`src/rtl/key_value_pair_sorter_defines.svh`:
```
// assertion macros for the key/value pair sorter
`ifndef KEY_VALUE_PAIR_SORTER_DEFINES_SVH
`define KEY_VALUE_PAIR_SORTER_DEFINES_SVH

`ifndef SYNTH
// checked only while out of reset
`define KVPS_ASSERT(lbl, prop, msg) \
  lbl: assert property (@(posedge clk_i) disable iff (!rst_ni) (prop)) else $error(msg);
// checked at every edge, reset included
`define KVPS_ASSERT_ALWAYS(lbl, prop, msg) \
  lbl: assert property (@(posedge clk_i) (prop)) else $error(msg);
`else
`define KVPS_ASSERT(lbl, prop, msg)
`define KVPS_ASSERT_ALWAYS(lbl, prop, msg)
`endif

`endif

```
`src/rtl/kvps_pkg.sv`:
```
// shared types and defaults of the key/value pair sorter
package kvps_pkg;

  localparam int unsigned DepthDefault      = 32;
  localparam int unsigned KeyWidthDefault   = 32;
  localparam int unsigned ValueWidthDefault = 32;

  typedef enum logic [1:0] {
    ST_IDLE = 2'b01,
    ST_EMIT = 2'b10
  } state_e;

  typedef struct packed {
    logic insert;
    logic shift_out;
  } cell_ctrl_t;

endpackage

```
`src/rtl/kvps_cell.sv`:
```
// one cell of the sorting chain: holds one pair, inserts in order or shifts out
module kvps_cell #(
  parameter int unsigned KEY_WIDTH   = 32,
  parameter int unsigned VALUE_WIDTH = 32
) (
  input  logic                          clk_i,
  input  kvps_pkg::cell_ctrl_t          ctrl_i,
  input  logic                          occupied_i,
  input  logic                          prev_gt_i,
  output logic                          gt_o,
  input  logic signed [KEY_WIDTH-1:0]   ins_key_i,
  input  logic        [VALUE_WIDTH-1:0] ins_value_i,
  input  logic signed [KEY_WIDTH-1:0]   prev_key_i,
  input  logic        [VALUE_WIDTH-1:0] prev_value_i,
  input  logic signed [KEY_WIDTH-1:0]   next_key_i,
  input  logic        [VALUE_WIDTH-1:0] next_value_i,
  output logic signed [KEY_WIDTH-1:0]   key_o,
  output logic        [VALUE_WIDTH-1:0] value_o
);
  import kvps_pkg::*;

  logic signed [KEY_WIDTH-1:0]   key_q, key_d;
  logic        [VALUE_WIDTH-1:0] value_q, value_d;

  // strictly greater keeps equal keys ahead of the new one
  assign gt_o = !occupied_i || (key_q > ins_key_i);

  always_comb begin
    key_d   = key_q;
    value_d = value_q;
    priority if (ctrl_i.shift_out) begin
      key_d   = next_key_i;
      value_d = next_value_i;
    end else if (ctrl_i.insert && gt_o) begin
      if (prev_gt_i) begin
        key_d   = prev_key_i;
        value_d = prev_value_i;
      end else begin
        key_d   = ins_key_i;
        value_d = ins_value_i;
      end
    end
  end

  always_ff @(posedge clk_i) begin
    key_q   <= key_d;
    value_q <= value_d;
  end

  assign key_o   = key_q;
  assign value_o = value_q;

endmodule

```
`config.mk`:
```
export PLATFORM = sky130hd
export DESIGN_NAME = kvps_cell
export DESIGN_NICKNAME = d
export VERILOG_FILES = /design/src/rtl/key_value_pair_sorter_defines.svh /design/src/rtl/kvps_pkg.sv /design/src/rtl/kvps_cell.sv
export SDC_FILE = /design/constraint.sdc
export NUM_CORES = 1
export LEC_CHECK = 0
export ABC_CLOCK_PERIOD_IN_PS = 9400
export BUFFER_PORTS_ARGS = -buffer_cell sky130_fd_sc_hd__buf_2
export CORE_MARGIN = 4
export CORE_UTILIZATION = 29
export CTS_BUF_LIST = sky130_fd_sc_hd__clkbuf_4
export DETAILED_ROUTE_END_ITERATION = 8
export GPL_ROUTABILITY_DRIVEN = 0
export SLEW_MARGIN = 10
export SYNTH_ARGS = -nofsm -noshare
export SYNTH_HDL_FRONTEND = slang
export SYNTH_SLANG_ARGS = --single-unit
```
`constraint.sdc`:
```
create_clock -name clk_i -period 9.4 [get_ports clk_i]
set_input_delay 1.41 -clock clk_i [delete_from_list [all_inputs] [get_ports clk_i]]
set_output_delay 1.41 -clock clk_i [all_outputs]
set_load 0.03 [all_outputs]
```
# Yosys cells after proc, flatten, opt, wreduce, memory -nomap -nowiden
# Cells that the tools add are included.
[word_totals] reg_bits=64 in_bits=197 output_inout_bits=65 word_cells=13
[classes] n_lt_le_gt_ge=1 muxes=6 n_reduce_logical=4
[op_table] op="$mux W32" n=6
[op_table] op="$gt A32 B32 Y1" n=1
[op_table] op="$reduce_bool A2 Y1" n=1
[op_table] op="$logic_and A1 B1 Y1" n=1
[op_table] op="$logic_not A1 Y1" n=1
[op_table] op="$logic_or A1 B1 Y1" n=1

# Logic depth before layout (Yosys ltp)
# Gate-level depths: netlist (run 1).
[depth] depth_word=5 depth_mapped=8 depth_no_buf=8

# Least setup slack after synthesis (run 1)
# OpenSTA, ideal clock, no wires.
[synth_timing] path_kind="in2reg" startpoint="input ins_key_i[14]" endpoint="register key_q[0] (netlist: key_o[0]), enable pin" setup_ps=494 arrival_time_ps=5367 required_time_ps=8906 setup_slack_ps=3540 path_stages=7 path_buffers=0 path_cell_list="inv_1 -> ha_1 -> nand4_2 -> nor4_2 -> a211oi_1 -> o211a_1 -> o21ai_1"
[synth_via] elab_chain_len=4
[synth_lines] element="from (decl)" line_no="kvps_cell.sv:11" source="input logic signed [KEY_WIDTH-1:0] ins_key_i,"
[synth_lines] element="$gt A32 B32 Y1" line_no="kvps_cell.sv:26" source="assign gt_o = !occupied_i || (key_q > ins_key_i);"
[synth_lines] element="$logic_or A1 B1 Y1" line_no="kvps_cell.sv:26"
[synth_lines] element="$logic_and A1 B1 Y1" line_no="kvps_cell.sv:34" source="end else if (ctrl_i.insert && gt_o) begin"
[synth_lines] element="$reduce_bool A2 Y1 (no line)"
[synth_lines] element="to (signal assigned)" line_no="kvps_cell.sv:46" source="key_q <= key_d;"
[synth_lines] element="to (decl)" line_no="kvps_cell.sv:22" source="logic signed [KEY_WIDTH-1:0] key_q, key_d;"
# No other way between the ends.
# A chain may end at the register's enable or synchronous reset.

# Worst setup path in the final report (run 1)
[layout_timing] startpoint="input ins_key_i[14]" endpoint="output gt_o"
[layout_via] elab_chain_len=2
[layout_lines] element="$gt A32 B32 Y1" line_no="kvps_cell.sv:26"
[layout_lines] element="$logic_or A1 B1 Y1" line_no="kvps_cell.sv:26"
[layout_lines] element="to (decl)" line_no="kvps_cell.sv:10" source="output logic gt_o,"
# No other way between the ends.

==> out/qor.yml, run 1 <==
global_route:
  grt.total_usage_pct: 14.3
  overflow: 0
  grt_max_degree: 72
  grt_pass1_vias: 3893
  antenna_found_initial: 2
  grt_pass1_wl_um: 18600
die:
  fp.dieH_um: 127
  die_area_um2: 16000
  coreArea_um2: 13800
  fp-row-count: 43
  start_util_pct: 29.5
  ios: 262
  die_w_um: 127
placed_design:
  portBuffers: 261
  placed_cell_area_um2: 5550
  dpl.hpwl_um: 9550
sta:
  rsz0062_at_grt: "false"
  worst_pin_slew_ps: 1080
  fin_crit_ps: 4670
  fin_skew_ps: 11.0
  fin_tns_setup_ps: 0
  min_period_over_period_pct: 49.7
  slew_violations: 0
  relSlewSlack_pct: 27.7
  setup_viol: 0
  fmax_mhz: 214
  hold_violations: 0
worst_setup_path:
  crit_type: "in2out"
  cp-end-kind: "output pin"
  rr_worst_depth: 7
  arrival_ps: 3260
  r2r-end: "key_o[14]"
  start_kind: "input pin"
  reg2reg_from: "key_o[12]"
  crit_required_ps: 7990
  reg2reg_slack_ps: 6390
  critPathMaxFanout: 3
power_and_ir_drop:
  cellLeakagePower_nw: 2.94
  vdd_ir_drop_max_v: 0.0000579
  power_density_nw_per_um2: 143
  p_total_uw: 811
final_layout:
  regArea_um2: 1920
  finalInstanceArea_um2: 5680
  nFillCells: 1391
  nNetsFinal: 880
  syn_to_final_growth_pct: 39.1
  drive_gt1_share_pct: 42.7
  multiInputGateArea_um2: 1950
yosys:
  seq_area_frac_synth_pct: 47.1
  syn-num-nets: 627
  ys_types: 25
  yosysWarnings: 0
  ys_seq_elements: 64
  netlist_instances: 398
  netlist_area_um2: 4080
  avgSynthCellArea_um2: 10.2
run:
  max-cap-violations: 0
min_path:
  min_to: "value_o[28]"
  hold_path_depth: 3
  hold_start: "next_value_i[28]"
  min_path_type: "in2reg"
routing:
  remaining_drc_errors: 0
  routed_wl_um: 11900
  drtIter0Drc: 81
  via_per_inst: 4.62
  wl_per_cell_um: 14.2
  antenna_left: 0
  vias: 3860
  first_pass_iters: 6
clocking:
  clockRootBuffer: "clkbuf_4"
  clk_latency_ps: 400
  holdBufCountCts: 0
  htreeDepth: 3
  path_clk_slew_ps: 110
  cts_tree: "yes"
  numClockSinks: 64
  cts_buffers: 9
  post_cts_resized: 0
  cts.path.max_buffers: 2
  cts_setup_buffers: 0
status:
  status: "finished, final reports clean"
[worst max path at each step]
stage	start	to	slack, ps	cells past startpoint
after global placement	ins_key_i[14]	gt_o	4660	9
after global routing	ins_key_i[15]	gt_o	4580	9
after floorplan	ins_key_i[14]	key_o[0]	3540	7
after CTS	ins_key_i[14]	gt_o	4660	9
after detailed placement	ins_key_i[14]	gt_o	4660	9
final	ins_key_i[14]	gt_o	4730	9
[layout make-up]
type	instances	share of cell area, %
Antenna cell	1	0.0441
Multi-Input combinational cell	278	34.3
Timing Repair Buffer	263	23.4
Clock buffer	9	1.19
Tap cell	180	3.97
Clock inverter	6	0.904
Sequential cell	64	33.9
Inverter	35	2.31
[power by group]
part / switching (mW) / internal, mW / leakage, nW / total [mW]
Sequential: 0.0132 / 0.358 / 0.664 / 0.372
Clock: 0.0971 / 0.0763 / 0.0681 / 0.173
Combinational: 0.169 / 0.0974 / 2.20 / 0.266
Total: 0.279 / 0.532 / 2.94 / 0.811
[through the flow]
| stage | setup slack [ps] | hold WS [ps] | instances | util [%] |
|---|---|---|---|---|
| 6_report | 4730 | 1280 | 836 | 41.0 |
| 5_1_grt | 4580 | 1240 | 836 | 41.0 |
| 4_1_cts | 4660 | 1220 | 835 | 41.0 |
| 3_5_place_dp | 4660 | 1690 | 820 | 40.2 |
| 3_3_place_gp | 4660 | 1660 | 820 | 40.2 |
| 2_1_floorplan | 3540 | 1600 | 398 | - |
[cell usage in the layout (no fill, tap or decap)]
master,count
edfxtp_1,64
buf_2,259
o211a_1,2
o221ai_1,1
a21o_1,3
a21oi_1,14
clkbuf_4,9
mux2i_1,64
nand4_2,1
nand2b_1,1
nand4_1,5
diode_2,1
and4_1,1
o21ai_4,1
a2111oi_2,1
o21ai_1,1
nand3_1,5
clkinv_2,2
ha_1,32
o31ai_1,1
buf_4,4
nor2_1,2
inv_1,35
nor4_2,2
o21ai_0,67
nand2_1,70
o21a_1,1
bufinv_16,1
a211oi_1,2
or2_1,1
clkinv_1,3
[cell usage after synthesis (all sizes together)]
master / instances / area (um2)
nand2b: 1 / 6.26
a211oi: 2 / 15.0
o21a: 1 / 7.51
inv: 35 / 131
nor4: 2 / 25.0
o211a: 2 / 20.0
a21o: 3 / 22.5
o21ai: 69 / 345
mux2i: 64 / 641
edfxtp: 64 / 1920
nand4: 6 / 43.8
ha: 32 / 400
o221ai: 1 / 8.76
a2111oi: 1 / 15.0
and4: 1 / 8.76
nand3: 5 / 25.0
buf: 7 / 35.0
o31ai: 1 / 7.51
nand2: 70 / 263
clkbuf: 14 / 52.6
or2: 1 / 6.26
a21oi: 14 / 70.1
nor2: 2 / 7.51
[layer usage]
metal	global-route usage (%)	share of wire (%)
met2	24.3	49
met4	7.19	3.0
met3	4.17	9.4
met5	0	0.17
met1	16.2	38
[kinds of logic (layout without fill, tap and decap cells)]
logic type / Yosys count / in the layout / share of synthesized area [%]
adder cells (fa/ha/maj): 32 / 32 / 9.82
AO/OA/AOI/OAI: 94 / 94 / 12.5
flip-flops: 64 / 64 / 47.1
AND/OR/NAND/NOR: 88 / 88 / 9.45
multiplexers: 64 / 64 / 15.7
buffers and inverters: 56 / 313 / 5.37
other: 0 / 1 / 0
[critical path: stages]
cell and delay, ps:
buf_2 90, inv_1 40, ha_1 300, nand4_2 160, nor4_2 410, a211oi_1 180, o211a_1 300, o21ai_1 150
buf_2 220
[registers in the layout, indices dropped and copies added, names as in the netlist]
| name | flops |
|---|---|
| key_o | 32 |
| value_o | 32 |
No activity file was read; power rests on OpenSTA's default activity.
==> run 2, diff against run 1 <==
--- a/config.mk
+++ b/config.mk
@@ -5,7 +5,7 @@
 export SDC_FILE = /design/constraint.sdc
 export NUM_CORES = 1
 export LEC_CHECK = 0
-export ABC_CLOCK_PERIOD_IN_PS = 9400
+export ABC_CLOCK_PERIOD_IN_PS = 4700
 export BUFFER_PORTS_ARGS = -buffer_cell sky130_fd_sc_hd__buf_2
 export CORE_MARGIN = 4
 export CORE_UTILIZATION = 29
==> constraint.sdc (replaced) <==
create_clock -name clk_i -period 4.7 [get_ports clk_i]
set_input_delay 0.705 -clock clk_i [delete_from_list [all_inputs] [get_ports clk_i]]
set_output_delay 0.705 -clock clk_i [all_outputs]
set_load 0.03 [all_outputs]
==> run 2 against run 1 <==
Effect of this change:
- global-route usage grew 0.19 points
- worst hold slack got worse by 730 ps
- critical endpoint unchanged
- sequential power grew 100%
- register-to-register slack worse by 4300 ps
- critical path depth is 2 lower
==> out/qor.yml, run 2 (same netlist as run 1, synthesis figures left out) <==
worst_setup_path:
  start_kind: "register"
  cp_slowest_cell: "edfxtp_1"
  max_stage_delay_ps: 410  # about the same
  reg2reg_slack_ps: 2090  # -4300 ps
  r2r-end: "key_o[4]"
  critPathMaxFanout: 3  # unchanged
  crit_type: "reg2out"
  arrival_ps: 2480  # -780 ps
  cp-end-kind: "output pin"
  cp_cell_sequence: "ha_1 > nand4_2 > nor4_2 > a211oi_1 > o211a_1 > o21ai_1 > buf_2"
  crit_required_ps: 3990  # -4000 ps
  rr_worst_depth: 7  # unchanged
  reg2reg_from: "key_o[13]"
power_and_ir_drop:
  cellLeakagePower_nw: 2.93  # -0.14%
  p_switching_uw: 571  # +100%
  power_frac_seq_pct: 46.5  # +0.7 points
  vdd_ir_drop_max_v: 0.000112  # +93%
  p_int_mw: 1.03  # +93%
  power_density_nw_per_um2: 282  # +97%
  clockPowerShare_pct: 20.0  # -1.4 points
  sw_frac_of_total_pct: 35.7  # +1.4 points
  p_comb_share_pct: 33.5  # +0.7 points
die:
  die_w_um: 127  # unchanged
  coreArea_um2: 13800  # unchanged
  die_area_um2: 16000  # unchanged
  fp-row-count: 43  # unchanged
  ios: 262  # unchanged
  start_util_pct: 29.5  # unchanged
  fp.dieH_um: 127  # unchanged
min_path:
  hold_start: "next_key_i[29]"
  min_path_type: "in2reg"
  hold_path_depth: 3  # unchanged
  min_to: "key_o[29]"
clocking:
  cts.path.max_buffers: 2  # unchanged
  cts_buffers: 9  # unchanged
  cts_setup_buffers: 0  # unchanged
  numClockSinks: 64  # unchanged
  clockRootBuffer: "clkbuf_4"
  path_clk_slew_ps: 120  # about the same
  cts_tree: "yes"
  htreeDepth: 3  # unchanged
  holdBufCountCts: 0  # unchanged
  clk_latency_ps: 420  # +20 ps
  post_cts_resized: 0  # unchanged
status:
  status: "finished, final reports clean"
routing:
  remaining_drc_errors: 0  # unchanged
  drtIter0Drc: 135  # +67%
  first_pass_iters: 4  # -2
  antenna_left: 0  # unchanged
  wl_per_cell_um: 14.6  # +2.8%
  routed_wl_um: 12200  # +3.1%
  via_per_inst: 4.56  # -1.2%
  vias: 3823  # -0.96%
run:
  max-cap-violations: 0  # unchanged
sta:
  setup_viol: 0  # unchanged
  fmax_mhz: 314
  worst_pin_slew_ps: 1130  # +47.8 ps
  min_period_over_period_pct: 67.9
  slew_violations: 0  # unchanged
  relSlewSlack_pct: 24.6  # -3.2 points
  fin_tns_setup_ps: 0  # unchanged
  hold_violations: 0  # unchanged
  fin_crit_ps: 3190
  rsz0062_at_grt: "false"
  fin_skew_ps: 17.3  # +6.25 ps
final_layout:
  drive_gt1_share_pct: 42.9  # +0.17 points
  nFillCells: 1378  # -0.93%
  nNetsFinal: 881  # +0.11%
  mostFrequentLayoutCell: "buf_2"
  layout_common_cells: "buf_2 (259), nand2_1 (70), o21ai_0 (67)"
  syn_to_final_growth_pct: 39.0  # about the same
  instances_no_fill: 838  # +0.24%
placed_design:
  dpl.hpwl_um: 9820  # +2.9%
  portBuffers: 261  # unchanged
  place_inst: 821  # +0.12%
global_route:
  antenna_found_initial: 2  # unchanged
  grt_pass1_vias: 3832  # -1.6%
  grt_max_degree: 73  # +1.4%
  overflow: 0  # unchanged
  grt_pass1_wl_um: 18300  # -1.3%
  grt.total_usage_pct: 14.4  # +0.19 points
## run 2: cell count changes in the layout (fill, tap and decap cells not counted), sizes merged
cell,previous run,this run
buf,263,264
bufinv,1,0
clkbuf,9,11
clkinv,5,4
clkinvlp,0,1
## run 2: stage by stage
step / area [um2] / utilization, % / setup slack, ps / total power [mW] / hold WS (ps)
2_1_floorplan: 4080 / - / 757 / 1.09 / 892
3_3_place_gp: 5560 / 40.2 / 1450 / 1.28 / 983
3_5_place_dp: 5560 / 40.2 / 1470 / 1.30 / 985
4_1_cts: 5670 / 41.0 / 1430 / 1.63 / 523
5_1_grt: 5670 / 41.0 / 1300 / 1.70 / 541
6_report: 5670 / 41.0 / 1510 / 1.60 / 554
## run 2: power by group through the flow
stage | Combinational [mW] | Clock [mW] | Sequential [mW]
after floorplan | 0.186 | 0 | 0.900
after global placement | 0.531 | 0 | 0.754
after detailed placement | 0.543 | 0 | 0.757
after CTS | 0.544 | 0.337 | 0.744
after global routing | 0.585 | 0.360 | 0.751
final | 0.535 | 0.319 | 0.743
## run 2: worst max-delay path, delay by kind of cell (launching register included)
| kind | cells | cell delay (ps) |
|---|---|---|
| AO/OA/AOI/OAI | 3 | 610 |
| AND/OR/NAND/NOR | 2 | 510 |
| flip-flops | 1 | 410 |
| adder cells (fa/ha/maj) | 1 | 330 |
| buffers and inverters | 1 | 230 |
## run 2: worst max path at each step
stage                              from       end
after floorplan           ins_key_i[14]  key_o[0]
after global routing          key_o[13]      gt_o
after global placement    ins_key_i[14]      gt_o
after CTS                     key_o[13]      gt_o
after detailed placement  ins_key_i[14]      gt_o
final                         key_o[13]      gt_o
## run 2: final cells by class
type                       count  area, um2  area share (%)
multi-input combinational    278       1950            34.4
sequential                    64       1920            33.9
timing repair buffer         264       1330            23.5
tap                          180        225            3.97
inverter                      35        131            2.32
clock buffer                  11       82.6            1.46
clock inverter                 5       23.8           0.419
antenna                        1       2.50          0.0441
## run 2: per-layer routing
metal,track usage (%),wire [um],vias up,share of wire [%]
met4,5.36,220,2,1.8
li1,-,-,1944,-
met3,4.80,1110,16,9.1
met2,26.3,6200,169,51
met5,0,7,-,0.057
met1,15.4,4690,1692,38
==> run 3, diff against run 2 <==
--- a/config.mk
+++ b/config.mk
@@ -5,7 +5,7 @@
 export SDC_FILE = /design/constraint.sdc
 export NUM_CORES = 1
 export LEC_CHECK = 0
-export ABC_CLOCK_PERIOD_IN_PS = 4700
+export ABC_CLOCK_PERIOD_IN_PS = 2600
 export BUFFER_PORTS_ARGS = -buffer_cell sky130_fd_sc_hd__buf_2
 export CORE_MARGIN = 4
 export CORE_UTILIZATION = 29
==> constraint.sdc (replaced) <==
create_clock -name clk_i -period 2.6 [get_ports clk_i]
set_input_delay 0.39 -clock clk_i [delete_from_list [all_inputs] [get_ports clk_i]]
set_output_delay 0.39 -clock clk_i [all_outputs]
set_load 0.03 [all_outputs]
==> run 3 against run 2 <==
Effect of this change:
- combinational power increased by 110%
- die area unchanged
- wire length increased by 3.9%
- via count increased by 2.0%
- the flow now finishes with violations (setup timing)
- critical endpoint unchanged
- highest routed layer unchanged
==> out/qor.yml, run 3 (same netlist as run 1, synthesis figures left out) <==
status:
  status: "complete, but fails checks"
  violations: "setup timing"
min_path:
  min_path_type: "in2reg"
  hold_start: "next_value_i[2]"
  min_to: "value_o[2]"
  hold_path_depth: 3  # unchanged
placed_design:
  dpl.hpwl_um: 10000  # +2.2%
  portBuffers: 261  # unchanged
  place_inst: 825  # +0.49%
clocking:
  clk_latency_ps: 390  # -30 ps
  cts.path.max_buffers: 2  # unchanged
  numClockSinks: 64  # unchanged
  clockRootBuffer: "clkbuf_4"
  path_clk_slew_ps: 120  # about the same
  cts_tree: "yes"
  htreeDepth: 3  # unchanged
  cts_buffers: 9  # unchanged
global_route:
  met2_usage_pct: 25.7  # -0.65 points
  gr-usage-met1_pct: 15.9  # +0.50 points
  grt_max_degree: 72  # -1.4%
  antenna_found_initial: 2  # unchanged
  gr-max-usage-layer: "met2"
  grt.total_usage_pct: 14.4  # -0.062 points
  grt_pass1_wl_um: 18400  # +0.64%
  grt_pass1_vias: 3889  # +1.5%
  grt_use_met3_pct: 5.31  # +0.51 points
  overflow: 0  # unchanged
sta:
  fmax_mhz: 367
  setup_slack_ps: -125  # -1630 ps
  fin_crit_ps: 2720
  rsz0062_at_grt: "true"
  slew_violations: 0  # unchanged
  min_period_over_period_pct: 105
  fin_skew_ps: 9.28  # -7.97 ps
  setup_viol: 65  # +65
  hold_violations: 0  # unchanged
  relSlewSlack_pct: 76.7  # +52 points
  worst_pin_slew_ps: 349  # -783 ps
worst_setup_path:
  crit_type: "reg2out"
  max_stage_delay_ps: 460  # +50 ps
  r2r-end: "value_o[25]"
  cp_cell_sequence: "ha_4 > nand4_4 > nor4_4 > a211oi_2 > o211a_1 > o21ai_2 > buf_6"
  start_kind: "register"
  rr_worst_depth: 10  # +3
  arrival_ps: 2330  # -150 ps
  cp-end-kind: "output pin"
  reg2reg_from: "key_o[13]"
  reg2reg_slack_ps: -90  # -2180 ps
  cp_slowest_cell: "edfxtp_1"
  crit_required_ps: 2210  # -1780 ps
  critPathMaxFanout: 3  # unchanged
die:
  ios: 262  # unchanged
  fp.dieH_um: 127  # unchanged
  fp-row-count: 43  # unchanged
  coreArea_um2: 13800  # unchanged
  start_util_pct: 29.5  # unchanged
  die_w_um: 127  # unchanged
  die_area_um2: 16000  # unchanged
power_and_ir_drop:
  vdd_ir_drop_max_v: 0.000227  # +100%
  p_total_mw: 3.13  # +96%
  cellLeakagePower_nw: 3.11  # +6.1%
  power_density_nw_per_um2: 512  # +82%
routing:
  wl_per_cell_um: 14.8  # +1.6%
  first_pass_iters: 4  # unchanged
  routed_wl_um: 12700  # +3.9%
  via_per_inst: 4.55  # -0.25%
  antenna_left: 0  # unchanged
  vias: 3900  # +2.0%
  remaining_drc_errors: 0  # unchanged
  drtIter0Drc: 152  # +13%
final_layout:
  mostFrequentLayoutCell: "buf_2"
  drive_gt1_share_pct: 46.3  # +3.4 points
  instances_no_fill: 857  # +2.3%
  layout_common_cells: "buf_2 (258), nand2_1 (70), o21ai_0 (67)"
  nNetsFinal: 900  # +2.2%
  syn_to_final_growth_pct: 49.7
run:
  max-cap-violations: 0  # unchanged
## run 3: cell count changes in the layout (fill, tap and decap cells not counted), moves of 3 or more
cell       change
buf_12         +4
clkbuf_16      +4
clkinv_1       -3
ha_1           -5
buf_6          +5
ha_4           +5
buf_4          +6
## run 3: what timing repair did
| action | 4_1_cts | 5_1_grt |
|---|---|---|
| gates cloned | 0 | 7 |
| resized for setup | 13 | 3 |
| hold buffers | 0 | 0 |
| buffers inserted | 4 | 4 |
| pin swaps | 9 | 2 |
| endpoints found under the setup margin | 1 | 65 |
## run 3: worst max path at each step
stage	from	endpoint	cells after the start	slack, ps
finish	key_o[13]	gt_o	7	-120
global route	key_o[5]	gt_o	8	-280
CTS	key_o[5]	gt_o	8	-150
detailed placement	ins_key_i[15]	gt_o	9	30
global placement	ins_key_i[15]	gt_o	9	70
floorplan	key_o[5]	key_o[0]	7	-550
## run 3: worst max-delay path: cells and delay by family (launching register included)
family,cells,cell delay [ps]
buffers and inverters,1,150
AO/OA/AOI/OAI,3,560
flip-flops,1,460
adder cells (fa/ha/maj),1,310
AND/OR/NAND/NOR,2,440
## run 3: layout make-up
class	count	area [um2]
clock buffer	9	67.6
multi-input combinational	278	2060
timing repair buffer	283	1630
sequential	64	1920
clock inverter	7	72.6
fill	1377	7720
antenna	1	2.50
inverter	35	131
tap	180	225
## run 3: report_power, final
part | total, mW | switching [mW] | internal, mW
Combinational | 1.10 | 0.658 | 0.446
Clock | 0.676 | 0.383 | 0.292
Sequential | 1.35 | 0.0525 | 1.29
## run 3: per-layer routing
metal	share of wire, %	vias to the layer above
li1	-	1987
met1	39	1737
met2	50	162
met3	9.4	12
met4	1.2	2
met5	0.16	-
## run 3: stage by stage
stage                     util (%)  TNS (ps)  instance area, um2  worst slack [ps]  hold slack (ps)
after floorplan                  -    -35250                4100              -551              577
after global placement        40.9         0                5650              65.3              673
after detailed placement      40.9         0                5650              29.2              675
after CTS                     42.9      -150                5930              -150              212
after global routing          44.2    -11040                6110              -281              226
final                         44.2     -3650                6110              -125              268
